`src/hdl/mhrs_pkg.sv`:
```
package mhrs_pkg;

	// Request command codes.
	localparam logic [1:0] CMD_READ    = 2'd0;
	localparam logic [1:0] CMD_WSINGLE = 2'd1;
	localparam logic [1:0] CMD_WMULTI  = 2'd2;

	// Function codes placed in responses.
	localparam logic [7:0] FC_READ    = 8'd3;
	localparam logic [7:0] FC_WSINGLE = 8'd6;
	localparam logic [7:0] FC_WMULTI  = 8'd16;

	// Exception kinds.
	localparam logic [1:0] EXC_NONE    = 2'd0;
	localparam logic [1:0] EXC_ADDRESS = 2'd1;
	localparam logic [1:0] EXC_VALUE   = 2'd2;

	// Station address after reset, also held by the identity slot of the table.
	localparam logic [7:0] SERVER_ID_RESET = 8'd1;

	// Operands of the shared add and compare unit: sum = a + b, compared with c.
	typedef struct packed {
		logic [15:0] a;
		logic [15:0] b;
		logic [16:0] c;
	} alu_op_t;

	// Result of the shared unit.
	typedef struct packed {
		logic [16:0] sum;
		logic        lt;
		logic        eq;
	} alu_res_t;

	// One response result as held in the output register.
	typedef struct packed {
		logic [7:0]  station;
		logic [7:0]  function_code;
		logic        is_exception;
		logic [1:0]  exception_kind;
		logic [15:0] echo_address;
		logic [15:0] echo_word;
		logic [7:0]  data_byte_count;
		logic [15:0] data_word;
		logic        data_valid;
		logic        last;
	} rsp_t;

endpackage

```
`src/hdl/mhrs_if.sv`:
```
// Decoded request channel.
interface mhrs_req_if;
	logic        valid;
	logic        ready;
	logic [1:0]  command;
	logic [15:0] start_address;
	logic [15:0] quantity;
	logic [7:0]  byte_count;
	logic [7:0]  word_position;
	logic [15:0] value;

	modport source (output valid, command, start_address, quantity, byte_count,
		word_position, value, input ready);
	modport sink (input valid, command, start_address, quantity, byte_count,
		word_position, value, output ready);
endinterface

// Response result channel.
interface mhrs_rsp_if;
	logic        valid;
	logic        ready;
	logic [7:0]  station;
	logic [7:0]  function_code;
	logic        is_exception;
	logic [1:0]  exception_kind;
	logic [15:0] echo_address;
	logic [15:0] echo_word;
	logic [7:0]  data_byte_count;
	logic [15:0] data_word;
	logic        data_valid;
	logic        last;

	modport source (output valid, station, function_code, is_exception, exception_kind,
		echo_address, echo_word, data_byte_count, data_word, data_valid, last,
		input ready);
	modport sink (input valid, station, function_code, is_exception, exception_kind,
		echo_address, echo_word, data_byte_count, data_word, data_valid, last,
		output ready);
endinterface

// Station address write channel.
interface mhrs_cfg_if;
	logic       valid;
	logic       ready;
	logic [7:0] data;

	modport source (output valid, data, input ready);
	modport sink (input valid, data, output ready);
endinterface

```
`src/hdl/mhrs_ram.sv`:
```
module mhrs_ram #(
	parameter int WIDTH = 16,
	parameter int DEPTH = 64,
	localparam int AW = (DEPTH > 1) ? $clog2(DEPTH) : 1
) (
	input  logic             clk,
	input  logic             we,
	input  logic [AW-1:0]    waddr,
	input  logic [WIDTH-1:0] wdata,
	input  logic             re,
	input  logic [AW-1:0]    raddr,
	output logic [WIDTH-1:0] rdata
);

	logic [WIDTH-1:0] mem_q [DEPTH];

	// One write port and one registered read port; read data holds while re is low.
	always_ff @(posedge clk) begin
		if (we) begin
			mem_q[waddr] <= wdata;
		end
		if (re) begin
			rdata <= mem_q[raddr];
		end
	end

endmodule

```
`src/hdl/mhrs_alu.sv`:
```
module mhrs_alu (
	input  mhrs_pkg::alu_op_t  op,
	output mhrs_pkg::alu_res_t res
);
	import mhrs_pkg::*;

	logic [16:0] sum;

	// A 17-bit sum, so range checks never wrap, compared against the limit.
	always_comb begin
		sum     = {1'b0, op.a} + {1'b0, op.b};
		res.sum = sum;
		res.lt  = sum < op.c;
		res.eq  = sum == op.c;
	end

endmodule

```
`src/hdl/modbus_holding_register_server.sv`:
```
// Holding-register server for decoded requests. One request is taken at a time and
// request.ready is high only while the sequencer is idle. Every check and address sum
// goes through one shared 17-bit add and compare unit, one step per cycle unless a
// result stalls on a full output register, and the table sits in a single-port-write,
// registered-read RAM. A read of N registers runs two checks, then an address step and
// a result step per word; a write single runs one bound check with the write and the
// result; a write-multiple word runs up to three checks on word 0, or the failure gate
// on a later word, then a position check, an index check with the write and the echo
// decision. The next request is taken in the idle state that follows. The output
// register lets the next request be taken while the last result still waits; a
// result that finds it full stalls the sequencer. Station address writes are always
// taken and, when the identity slot lies in the table, mirror the value into it. The
// table needs no clearing pass: one valid flag per entry makes unwritten entries
// read as their reset value.
module modbus_holding_register_server #(
	parameter int TABLE_DEPTH = 64,
	parameter int ID_SLOT = 0
) (
	input  logic   clk,
	input  logic   arst_n,
	mhrs_cfg_if.sink   cfg,
	mhrs_req_if.sink   request,
	mhrs_rsp_if.source response
);
	import mhrs_pkg::*;

	localparam int AW = (TABLE_DEPTH > 1) ? $clog2(TABLE_DEPTH) : 1;
	localparam int CNT_W = $clog2(TABLE_DEPTH + 1);
	localparam logic [16:0] DEPTH_LIM = 17'(TABLE_DEPTH);
	localparam bit ID_IN = ID_SLOT < TABLE_DEPTH;
	localparam logic [AW-1:0] ID_ADDR = AW'(ID_SLOT);

	// Sequencer states.
	localparam logic [3:0] S_IDLE     = 4'd0;
	localparam logic [3:0] S_ZERO     = 4'd1;
	localparam logic [3:0] S_RANGE    = 4'd2;
	localparam logic [3:0] S_BCNT     = 4'd3;
	localparam logic [3:0] S_WM_GATE  = 4'd4;
	localparam logic [3:0] S_WM_POS   = 4'd5;
	localparam logic [3:0] S_WM_IDX   = 4'd6;
	localparam logic [3:0] S_WM_LAST  = 4'd7;
	localparam logic [3:0] S_WS_BOUND = 4'd8;
	localparam logic [3:0] S_RD_ADDR  = 4'd9;
	localparam logic [3:0] S_RD_EMIT  = 4'd10;

	logic [3:0]       state_q, state_d;
	logic [1:0]       cmd_q;
	logic [15:0]      start_q, qty_q, val_q;
	logic [7:0]       bcount_q, pos_q;
	logic [CNT_W-1:0] k_q, k_d;
	logic             mwf_q, set_fail, clr_fail;
	logic [7:0]       server_id_q;
	logic [TABLE_DEPTH-1:0] valid_q;
	logic             rd_hit_q, rd_id_q;

	logic             out_v_q, out_free, emit;
	rsp_t             out_q, rsp_d;
	logic [7:0]       fc_cur;

	alu_op_t          alu_op;
	alu_res_t         alu_res;
	logic             gt;

	logic             fsm_we, cfg_we, ram_we, ram_re;
	logic [AW-1:0]    ram_waddr, ram_raddr;
	logic [15:0]      fsm_wdata, ram_wdata, ram_rdata, rd_word;

	mhrs_alu u_alu (
		.op  (alu_op),
		.res (alu_res)
	);

	mhrs_ram #(
		.WIDTH (16),
		.DEPTH (TABLE_DEPTH)
	) u_table (
		.clk   (clk),
		.we    (ram_we),
		.waddr (ram_waddr),
		.wdata (ram_wdata),
		.re    (ram_re),
		.raddr (ram_raddr),
		.rdata (ram_rdata)
	);

	assign gt = !alu_res.lt && !alu_res.eq;
	assign out_free = !out_v_q || response.ready;
	assign request.ready = state_q == S_IDLE;
	assign cfg.ready = 1'b1;

	// Function code of the request in hand.
	always_comb begin
		unique case (cmd_q)
			CMD_READ:    fc_cur = FC_READ;
			CMD_WSINGLE: fc_cur = FC_WSINGLE;
			default:     fc_cur = FC_WMULTI;
		endcase
	end

	// Operands of the shared unit for each sequencer step.
	always_comb begin
		alu_op.a = qty_q;
		alu_op.b = '0;
		alu_op.c = '0;
		unique case (state_q)
			S_RANGE: begin
				alu_op.a = start_q;
				alu_op.b = qty_q;
				alu_op.c = DEPTH_LIM;
			end
			S_BCNT: begin
				alu_op.a = qty_q;
				alu_op.b = qty_q;
				alu_op.c = {9'd0, bcount_q};
			end
			S_WM_POS: begin
				alu_op.a = {8'd0, pos_q};
				alu_op.c = {1'b0, qty_q};
			end
			S_WM_IDX: begin
				alu_op.a = start_q;
				alu_op.b = {8'd0, pos_q};
				alu_op.c = DEPTH_LIM;
			end
			S_WM_LAST: begin
				alu_op.a = {8'd0, pos_q};
				alu_op.b = 16'd1;
				alu_op.c = {1'b0, qty_q};
			end
			S_WS_BOUND, S_RD_ADDR: begin
				alu_op.a = start_q;
				alu_op.b = (state_q == S_RD_ADDR) ? 16'(k_q) : 16'd0;
				alu_op.c = DEPTH_LIM;
			end
			S_RD_EMIT: begin
				alu_op.a = 16'(k_q);
				alu_op.b = 16'd1;
				alu_op.c = {1'b0, qty_q};
			end
			default: begin
			end
		endcase
	end

	// An entry never written reads as its reset value.
	assign rd_word = rd_hit_q ? ram_rdata : (rd_id_q ? 16'(SERVER_ID_RESET) : 16'd0);

	// Sequencer: next state, table access and the result to emit.
	always_comb begin
		state_d   = state_q;
		k_d       = k_q;
		emit      = 1'b0;
		set_fail  = 1'b0;
		clr_fail  = 1'b0;
		fsm_we    = 1'b0;
		fsm_wdata = val_q;
		ram_re    = 1'b0;
		ram_raddr = alu_res.sum[AW-1:0];

		rsp_d                 = '0;
		rsp_d.station         = server_id_q;
		rsp_d.function_code   = fc_cur;
		rsp_d.is_exception    = 1'b1;
		rsp_d.exception_kind  = EXC_VALUE;
		rsp_d.last            = 1'b1;

		unique case (state_q)
			S_IDLE: begin
				k_d = '0;
				if (request.valid) begin
					unique case (request.command)
						CMD_READ:    state_d = S_ZERO;
						CMD_WSINGLE: state_d = S_WS_BOUND;
						CMD_WMULTI:  state_d = (request.word_position == 8'd0) ?
							S_ZERO : S_WM_GATE;
						default:     state_d = S_IDLE;
					endcase
				end
			end
			S_ZERO: begin
				if (out_free) begin
					if (alu_res.eq) begin
						emit     = 1'b1;
						set_fail = cmd_q == CMD_WMULTI;
						state_d  = S_IDLE;
					end else begin
						state_d = S_RANGE;
					end
				end
			end
			S_RANGE: begin
				rsp_d.exception_kind = EXC_ADDRESS;
				if (out_free) begin
					if (gt) begin
						emit     = 1'b1;
						set_fail = cmd_q == CMD_WMULTI;
						state_d  = S_IDLE;
					end else begin
						state_d = (cmd_q == CMD_READ) ? S_RD_ADDR : S_BCNT;
					end
				end
			end
			S_BCNT: begin
				if (out_free) begin
					if (!alu_res.eq) begin
						emit     = 1'b1;
						set_fail = 1'b1;
						state_d  = S_IDLE;
					end else begin
						clr_fail = 1'b1;
						state_d  = S_WM_POS;
					end
				end
			end
			S_WM_GATE: begin
				state_d = mwf_q ? S_IDLE : S_WM_POS;
			end
			S_WM_POS: begin
				state_d = alu_res.lt ? S_WM_IDX : S_IDLE;
			end
			S_WM_IDX: begin
				if (alu_res.lt) begin
					fsm_we  = 1'b1;
					state_d = S_WM_LAST;
				end else begin
					state_d = S_IDLE;
				end
			end
			S_WM_LAST: begin
				rsp_d.is_exception   = 1'b0;
				rsp_d.exception_kind = EXC_NONE;
				rsp_d.echo_address   = start_q;
				rsp_d.echo_word      = qty_q;
				if (out_free) begin
					emit    = alu_res.eq;
					state_d = S_IDLE;
				end
			end
			S_WS_BOUND: begin
				if (alu_res.lt) begin
					rsp_d.is_exception   = 1'b0;
					rsp_d.exception_kind = EXC_NONE;
					rsp_d.echo_address   = start_q;
					rsp_d.echo_word      = val_q;
				end else begin
					rsp_d.exception_kind = EXC_ADDRESS;
				end
				if (out_free) begin
					emit    = 1'b1;
					fsm_we  = alu_res.lt;
					state_d = S_IDLE;
				end
			end
			S_RD_ADDR: begin
				ram_re  = 1'b1;
				state_d = S_RD_EMIT;
			end
			S_RD_EMIT: begin
				rsp_d.is_exception    = 1'b0;
				rsp_d.exception_kind  = EXC_NONE;
				rsp_d.data_byte_count = 8'({qty_q, 1'b0});
				rsp_d.data_word       = rd_word;
				rsp_d.data_valid      = 1'b1;
				rsp_d.last            = alu_res.eq;
				if (out_free) begin
					emit = 1'b1;
					if (alu_res.eq) begin
						state_d = S_IDLE;
					end else begin
						k_d     = CNT_W'(k_q + 1'b1);
						state_d = S_RD_ADDR;
					end
				end
			end
			default: begin
				state_d = S_IDLE;
			end
		endcase
	end

	// Table write port: a station address write mirrors into the identity slot when it lies in the table.
	assign cfg_we    = cfg.valid && cfg.ready && ID_IN;
	assign ram_we    = cfg_we || fsm_we;
	assign ram_waddr = cfg_we ? ID_ADDR : alu_res.sum[AW-1:0];
	assign ram_wdata = cfg_we ? {8'd0, cfg.data} : fsm_wdata;

	// Control state.
	always_ff @(posedge clk or negedge arst_n) begin
		if (!arst_n) begin
			state_q     <= S_IDLE;
			out_v_q     <= 1'b0;
			mwf_q       <= 1'b0;
			server_id_q <= SERVER_ID_RESET;
			valid_q     <= '0;
		end else begin
			state_q <= state_d;
			if (emit) begin
				out_v_q <= 1'b1;
			end else if (response.ready) begin
				out_v_q <= 1'b0;
			end
			if (set_fail) begin
				mwf_q <= 1'b1;
			end else if (clr_fail) begin
				mwf_q <= 1'b0;
			end
			if (cfg.valid && cfg.ready) begin
				server_id_q <= cfg.data;
			end
			if (ram_we) begin
				valid_q[ram_waddr] <= 1'b1;
			end
		end
	end

	// Request fields, loop counter, read flags and the output register.
	always_ff @(posedge clk) begin
		if (request.valid && request.ready) begin
			cmd_q    <= request.command;
			start_q  <= request.start_address;
			qty_q    <= request.quantity;
			bcount_q <= request.byte_count;
			pos_q    <= request.word_position;
			val_q    <= request.value;
		end
		k_q <= k_d;
		if (ram_re) begin
			rd_hit_q <= valid_q[ram_raddr];
			rd_id_q  <= ID_IN && (ram_raddr == ID_ADDR);
		end
		if (emit) begin
			out_q <= rsp_d;
		end
	end

	assign response.valid           = out_v_q;
	assign response.station         = out_q.station;
	assign response.function_code   = out_q.function_code;
	assign response.is_exception    = out_q.is_exception;
	assign response.exception_kind  = out_q.exception_kind;
	assign response.echo_address    = out_q.echo_address;
	assign response.echo_word       = out_q.echo_word;
	assign response.data_byte_count = out_q.data_byte_count;
	assign response.data_word       = out_q.data_word;
	assign response.data_valid      = out_q.data_valid;
	assign response.last            = out_q.last;

endmodule
```
`src/flat_wrapper.sv`:
```
// flat-port wrapper written by rule: the top's interface ports become plain ports
module modbus_holding_register_server_flat import mhrs_pkg::*;
#(
	parameter int TABLE_DEPTH = 64,
	parameter int ID_SLOT = 0
)
  (clk, arst_n, cfg_valid, cfg_data, cfg_ready, request_valid, request_command, request_start_address, request_quantity, request_byte_count, request_word_position, request_value, request_ready, response_valid, response_station, response_function_code, response_is_exception, response_exception_kind, response_echo_address, response_echo_word, response_data_byte_count, response_data_word, response_data_valid, response_last, response_ready);
  mhrs_cfg_if cfg_i ();
  mhrs_req_if request_i ();
  mhrs_rsp_if response_i ();
  input  logic clk;
  input  logic arst_n;
  input wire logic [$bits(cfg_i.valid)-1:0] cfg_valid;
  input wire logic [$bits(cfg_i.data)-1:0] cfg_data;
  output wire logic [$bits(cfg_i.ready)-1:0] cfg_ready;
  input wire logic [$bits(request_i.valid)-1:0] request_valid;
  input wire logic [$bits(request_i.command)-1:0] request_command;
  input wire logic [$bits(request_i.start_address)-1:0] request_start_address;
  input wire logic [$bits(request_i.quantity)-1:0] request_quantity;
  input wire logic [$bits(request_i.byte_count)-1:0] request_byte_count;
  input wire logic [$bits(request_i.word_position)-1:0] request_word_position;
  input wire logic [$bits(request_i.value)-1:0] request_value;
  output wire logic [$bits(request_i.ready)-1:0] request_ready;
  output wire logic [$bits(response_i.valid)-1:0] response_valid;
  output wire logic [$bits(response_i.station)-1:0] response_station;
  output wire logic [$bits(response_i.function_code)-1:0] response_function_code;
  output wire logic [$bits(response_i.is_exception)-1:0] response_is_exception;
  output wire logic [$bits(response_i.exception_kind)-1:0] response_exception_kind;
  output wire logic [$bits(response_i.echo_address)-1:0] response_echo_address;
  output wire logic [$bits(response_i.echo_word)-1:0] response_echo_word;
  output wire logic [$bits(response_i.data_byte_count)-1:0] response_data_byte_count;
  output wire logic [$bits(response_i.data_word)-1:0] response_data_word;
  output wire logic [$bits(response_i.data_valid)-1:0] response_data_valid;
  output wire logic [$bits(response_i.last)-1:0] response_last;
  input wire logic [$bits(response_i.ready)-1:0] response_ready;
  assign cfg_i.valid = cfg_valid;
  assign cfg_i.data = cfg_data;
  assign cfg_ready = cfg_i.ready;
  assign request_i.valid = request_valid;
  assign request_i.command = request_command;
  assign request_i.start_address = request_start_address;
  assign request_i.quantity = request_quantity;
  assign request_i.byte_count = request_byte_count;
  assign request_i.word_position = request_word_position;
  assign request_i.value = request_value;
  assign request_ready = request_i.ready;
  assign response_valid = response_i.valid;
  assign response_station = response_i.station;
  assign response_function_code = response_i.function_code;
  assign response_is_exception = response_i.is_exception;
  assign response_exception_kind = response_i.exception_kind;
  assign response_echo_address = response_i.echo_address;
  assign response_echo_word = response_i.echo_word;
  assign response_data_byte_count = response_i.data_byte_count;
  assign response_data_word = response_i.data_word;
  assign response_data_valid = response_i.data_valid;
  assign response_last = response_i.last;
  assign response_i.ready = response_ready;
  modbus_holding_register_server #(.TABLE_DEPTH(TABLE_DEPTH), .ID_SLOT(ID_SLOT)) u_core (.clk(clk), .arst_n(arst_n), .cfg(cfg_i), .request(request_i), .response(response_i));
endmodule
```
`config.mk`:
```
export PLATFORM = sky130hd
export DESIGN_NAME = modbus_holding_register_server_flat
export DESIGN_NICKNAME = d
export VERILOG_FILES = /design/src/hdl/mhrs_pkg.sv /design/src/hdl/mhrs_if.sv /design/src/hdl/mhrs_ram.sv /design/src/hdl/mhrs_alu.sv /design/src/hdl/modbus_holding_register_server.sv /design/src/flat_wrapper.sv
export SDC_FILE = /design/constraint.sdc
export NUM_CORES = 1
export LEC_CHECK = 0
export ABC_AREA = 1
export BUFFER_PORTS_ARGS = -buffer_cell sky130_fd_sc_hd__buf_2
export CAP_MARGIN = 20
export CORE_MARGIN = 2
export CORE_UTILIZATION = 45
export CTS_CLUSTER_DIAMETER = 150
export DETAILED_ROUTE_END_ITERATION = 10
export GPL_TIMING_DRIVEN = 1
export PLACE_DENSITY = 0.73
export SLEW_MARGIN = 10
export SYNTH_ARGS = -nofsm -noshare
export SYNTH_HDL_FRONTEND = slang
export SYNTH_SLANG_ARGS = --single-unit
```
`constraint.sdc`:
```
create_clock -name clk -period 13.1 [get_ports clk]
set_clock_uncertainty 0.15 [all_clocks]
set_input_delay 1.965 -clock clk [delete_from_list [all_inputs] [get_ports clk]]
set_output_delay 1.965 -clock clk [all_outputs]
set_load 0.01 [all_outputs]
```
# After elaboration in Yosys (flattened, before gate mapping)
# Memory sizes are Yosys's and may differ from the RTL's. A register that Yosys moved wholly into a read port is not among the register bits.
# Index checks and enable logic that the tools add are counted.
# Widths: inputs -> output; s select.
# classes
n_addsub,2
n_lt_le_gt_ge,4
eq_ne,22
n_mux,65
n_bitwise,1
reduce_logical,26
# ops
operator,count
$pmux 16 s3,2
$or 64x64->64,1
$pmux 16 s4,1
$pmux 32 s2,1
$pmux 4 s10,1
$mux 4,9
$mux 16,2
$mux 32,1
$mux 1,27
$mux 7,3
$add 16x16->17,1
$eq 17x17->1,1
$lt 17x17->1,1
$eq 4x3->1 const B,4
$mux 3,5
$lt 6x7->1 const B,2
$pmux 7 s2,1
$eq 4x4->1 const B,3
$pmux 4 s3,1
$reduce_or 2->1,6
$ne 2x1->1 const B,5
$pmux 5 s2,1
$eq 4x2->1 const B,2
$logic_not 8->1,1
other kinds (25),38
# totals
reg_bits,230
ram_bits,1024
input_bits,79
out_inout_bits,80
memories,1
# mem_list
name,words,width,rd,rd_clocked_by_memory_dff,write_ports,line,source
u_core.u_table.mem_q,64,16,1,1,1,mhrs_ram.sv:15,logic [WIDTH-1:0] mem_q [DEPTH];

# Logic depth before layout (Yosys ltp)
# depth
word_depth,11
ltp_mapped,35
ltp_nobuf,32

# By module
# A second synthesis with hierarchy kept.
# hier_totals
hier_cells,4730
hier_area_um2,53343.7
# modules_own_cells
module,instances,cells_per_inst,area_each_um2,seq_area_each_um2
mhrs_ram,1,3517,42259.3,31230.0
modbus_holding_register_server,1,949,9625.5,6367.4
mhrs_alu,1,264,1458.9,0.0

# Worst setup path before layout
# No wires, ideal clock.
# synth_path
path_type,register to register
startpoint,register u_core.state_q[0]
endpoint,"register u_core.out_q (netlist bit u_core.response.data_byte_count[1]), enable pin"
setup_ps,426
arrival_time_ps,5899
required_time_ps,12524
path_slack_ps,6625
path_stages_with_launch,28
path_buffers,0
synth_period_minus_slack_ps,6475
path_cell_list,dfrtp_1 inv_1 nor2_1 inv_1 nor2_1 inv_1 o221ai_1 ha_1 inv_2 o21ai_2 a21oi_4 o21ai_0 a21boi_1 o21ai_0 nand2_1 nand3_1 nand2_1 ha_1 and3_1 nand4_1 nor2_1 nand2_1 nand3_1 o21ai_0 nor2_1 nand2_1 nand2_1 inv_1
# synth_via
elab_chain_len,10
elab_cells_between_ends,34
classes_between,add/sub (1); order compare (1); eq/ne (10); mux (12); reduce/logical (10)
# synth_rtl
item,line,source
"start, declared",modbus_holding_register_server.sv:46,"logic [3:0] state_q, state_d;"
"start signal, assigned",modbus_holding_register_server.sv:296,state_q <= state_d;
$eq 4x3->1 (tied with other cells),modbus_holding_register_server.sv:105,unique case (state_q)
$reduce_or 4->1 (no source line) (tied with other cells),-,
$pmux 16 s3 / $pmux 16 s4 (equally long branches),modbus_holding_register_server.sv:105,
$add 16x16->17,mhrs_alu.sv:11,"sum = {1'b0, op.a} + {1'b0, op.b};"
$lt 17x17->1 / $eq 17x17->1 (equally long branches),"mhrs_alu.sv:13, mhrs_alu.sv:14",
$logic_not 1->1,modbus_holding_register_server.sv:86,assign gt = !alu_res.lt && !alu_res.eq;
$logic_and 1x1->1,modbus_holding_register_server.sv:86,
$mux 1,modbus_holding_register_server.sv:194,if (gt) begin
$mux 1,modbus_holding_register_server.sv:193,if (out_free) begin
$pmux 1 s5 *,modbus_holding_register_server.sv:167,unique case (state_q)
net u_core.emit,modbus_holding_register_server.sv:56,"logic out_v_q, out_free, emit;"
"end signal, assigned",modbus_holding_register_server.sv:332,out_q <= rsp_d;
"end, declared",modbus_holding_register_server.sv:57,"rsp_t out_q, rsp_d;"
# Mark *: on every way through the listed nets, which the timed path passes. The rest lies on a longest branch.
# A chain may end at the register's enable or synchronous reset.

# Worst setup path in the final report
# layout_path
startpoint,register u_core.state_q[1]
endpoint,"memory u_core.u_table.mem_q[63][15], enable pin"
# layout_via
elab_chain_len,10
elab_cells_between_ends,27
classes_between,add/sub (1); order compare (1); eq/ne (8); mux (10); reduce/logical (7)
# layout_rtl
item,line,source
$eq 4x3->1 (tied with other cells),"modbus_holding_register_server.sv:105, modbus_holding_register_server.sv:167",
$reduce_or 4->1 (no source line) (tied with other cells),-,
$pmux 16 s3 / $pmux 16 s4 (equally long branches),modbus_holding_register_server.sv:105,
$add 16x16->17,mhrs_alu.sv:11,
$lt 17x17->1,mhrs_alu.sv:13,res.lt = sum < op.c;
$mux 1 (on tied branches),"modbus_holding_register_server.sv:248, modbus_holding_register_server.sv:222",
$pmux 1 s2,modbus_holding_register_server.sv:167,
$logic_or 1x1->1,modbus_holding_register_server.sv:283,assign ram_we = cfg_we || fsm_we;
$mux 1,mhrs_ram.sv:19,if (we) begin
$mux 1 (not written as such),mhrs_ram.sv:20,mem_q[waddr] <= wdata;
"end, declared",mhrs_ram.sv:15,
# Several ways; a longest one is shown, not always the timed one.

==> out/metrics.yaml <==
yosys-top-cells-area: "edfxtp_1, o21ai_0, nor2_1"
rsz0062_at_grt: "no"
grt_pass1_vias: 32400
avgSynthCellArea_sq_um: 12.9
layout-drive-gt1-share_pct: 11.9
setup_violations: 0
die_h_um: 341
path_common_cell: "nand2_1"
grt_overflow: 0
max_cap_violations: 0
cts_buffer_depth: 3
ys_seq_area_share_pct: 73.7
cts_tree: "done"
ys_warn_count: 0
crit_family: "simple AND/OR/NAND/NOR gates"
syn_inst: 3966
cp.buffers_inverters: 5
grt_pass1_wl_um: 210000
routed_wl_um: 143000
critPathMaxFanout: 66
clkLatencyLatePin_ns: 0.72
hpwlAfterDp_um: 82400
cts.clk_slew.worst_paths_ns: 0.06
yosys.area.top_type: "edfxtp_1"
cp-end-kind: "flop"
r2r-start: "u_core.state_q[1]"
cts_buffers: 117
final_area_sq_mm: 0.0575
syn2layout_area_growth_pct: 12.6
antenna_found_initial: 6
grt_use_total_pct: 24.2
num-nets-final: 4216
wl_per_cell_um: 25.2
slew_headroom_pct: 30.1
postSynthRegisterBits: 1265
dr.pass1.iters: 6
critical_path_class: "flop to flop"
synth_top_area_share_pct: 69.8
holdBufCountCts: 0
drc_errors: 0
hold_viol: 0
port_buffers: 152
seqCellArea_sq_mm: 0.0376
cp.arrival_ns: 8.39
multi_input_area_sq_mm: 0.0117
synthTopCellsByCount: "edfxtp_1, nor2_1, o21ai_0"
startpoint_type: "flop"
cpPeakStageDelay_ns: 0.64
cts_setup_buffers: 0
drt_iter0_markers: 5154
synthArstFlopShare_pct: 6.17
place.gp.congestion: 0.922
synth_flop_cell: "edfxtp_1"
cpMaxStageDelayCell: "buf_4"
synth_edf_count: 1187
worstPathRequired_ns: 13.34
start_util_pct: 45.4
cts_resized: 0
fin_crit_ns: 8.15
dieArea_sq_mm: 0.116
via_per_inst: 5.97
clock-sinks: 1265
io_pins: 159
finalSetupTns_ns: 0
synth.most_common_cell: "edfxtp_1"
tightestPinTransition_ns: 1.05
cts-root-buf: "clkbuf_16"
fin_crit_sh_pct: 62.2
fillerInstances: 9282
synth_cell_types: 52
status: "finished clean"
detail-route-antenna-nets: 0
hold_class: "flop to flop"
critPathLaunch: "u_core.state_q[1]"
htreeDepth: 3
final_max_slew_viol_count: 0
vias: 34000
rows: 123
worstHoldStart: "u_core.valid_q[58]"
core-area_sq_mm: 0.112
grt_max_degree: 165
max_freq_mhz: 123
synth.cell_area_sq_mm: 0.0510
die_w_um: 341
dpl_cell_area_sq_mm: 0.0537
==> layer usage <==
metal	vias to the layer above	GRT usage, %	routed length, um
met2	2151	39.1	67700
met1	16700	31.8	52800
met4	2	10.7	6620
li1	14800	-	-
met5	-	0	15
met3	353	4.75	16100
==> per-stage QoR <==
stage | cells | worst slack (ns) | hold WS, ns | utilization (%)
after global routing | 5698 | 4.45 | 0.315 | 51.1
after detailed placement | 5481 | 4.81 | 0.288 | 47.7
final | 5699 | 4.95 | 0.303 | 51.1
after global placement | 5478 | 4.87 | 0.281 | 47.7
after CTS | 5695 | 4.77 | 0.304 | 51.1
after floorplan | 3970 | 6.62 | 0.271 | -
==> worst min-delay path: stages (launching register included) <==
cell and delay, ns:
dfrtp_1 0.32, inv_1 0.05, nand2_1 0.05
==> worst paths after layout <==
path	endpoint	slack, ns	depth (start not counted)
worst max-delay path	u_core.u_table.mem_q[63][15]	4.95	31
worst min-delay path	u_core.valid_q[58]	0.30	2
worst max register to register	u_core.u_table.mem_q[63][15]	4.95	31
worst min register to register	u_core.valid_q[58]	0.30	2
max in group asynchronous	u_core.valid_q[57]	10.55	2
min in group asynchronous	u_core.valid_q[20]	1.05	1
==> layout by cell type (no fill, tap or decap), types with 28 or more instances in the layout <==
master     synthesis  final
clkbuf_1         159     28
buf_4              8    109
inv_1            201    199
a22oi_1           50     50
dfrtp_1           77     77
nand3_1          135    135
o211ai_1         111    111
edfxtp_1        1187   1187
a221oi_1          78     78
nor2_1           586    574
ha_1              33     32
o22ai_1          101    101
clkbuf_16          0    120
nand2_1          406    406
o21ai_0          513    505
o2111ai_1         56     56
a21oi_1           69     69
buf_2             75    152
==> sequential cells by signal, indices dropped and copies added (netlist names), 2 cells and up <==
name and cells:
u_core.u_table.mem_q 1024, u_core.valid_q 64, u_core.fsm_wdata 16, u_core.qty_q 16, u_core.response.data_word 16, u_core.response.echo_address 16, u_core.response.echo_word 16, u_core.start_q 16
u_core.u_table.rdata 16, u_core.bcount_q 8, u_core.pos_q 8, u_core.response.station 8, u_core.server_id_q 8, u_core.k_q 7, u_core.response.data_byte_count 7, u_core.response.function_code 4
u_core.state_q 4, u_core.cmd_q 2, u_core.response.exception_kind 2
==> cells by family after synthesis <==
logic type / Yosys count / synth area share [%]
AO/OA/AOI/OAI: 1012 / 12.2
XOR/XNOR: 12 / 0.272
adder cells (fa/ha/maj): 34 / 0.848
buffers and inverters: 470 / 3.79
flip-flops: 1265 / 73.7
multiplexers: 1 / 0.0196
other: 2 / 0.0147
AND/OR/NAND/NOR: 1170 / 9.21
==> final cells by class <==
type                    count  area share, %
flip-flops and latches   1265           65.4
multi-input cells        2235           20.4
clock buffers             150           5.45
well taps                1500           3.26
repair buffers            265           2.86
inverters                 219           1.45
clock inverters            64           1.16
diodes                      1        0.00435
Power is left out: the tool's default activity adds up to more than one toggle a clock period on the data nets, which glitch-free logic cannot reach.
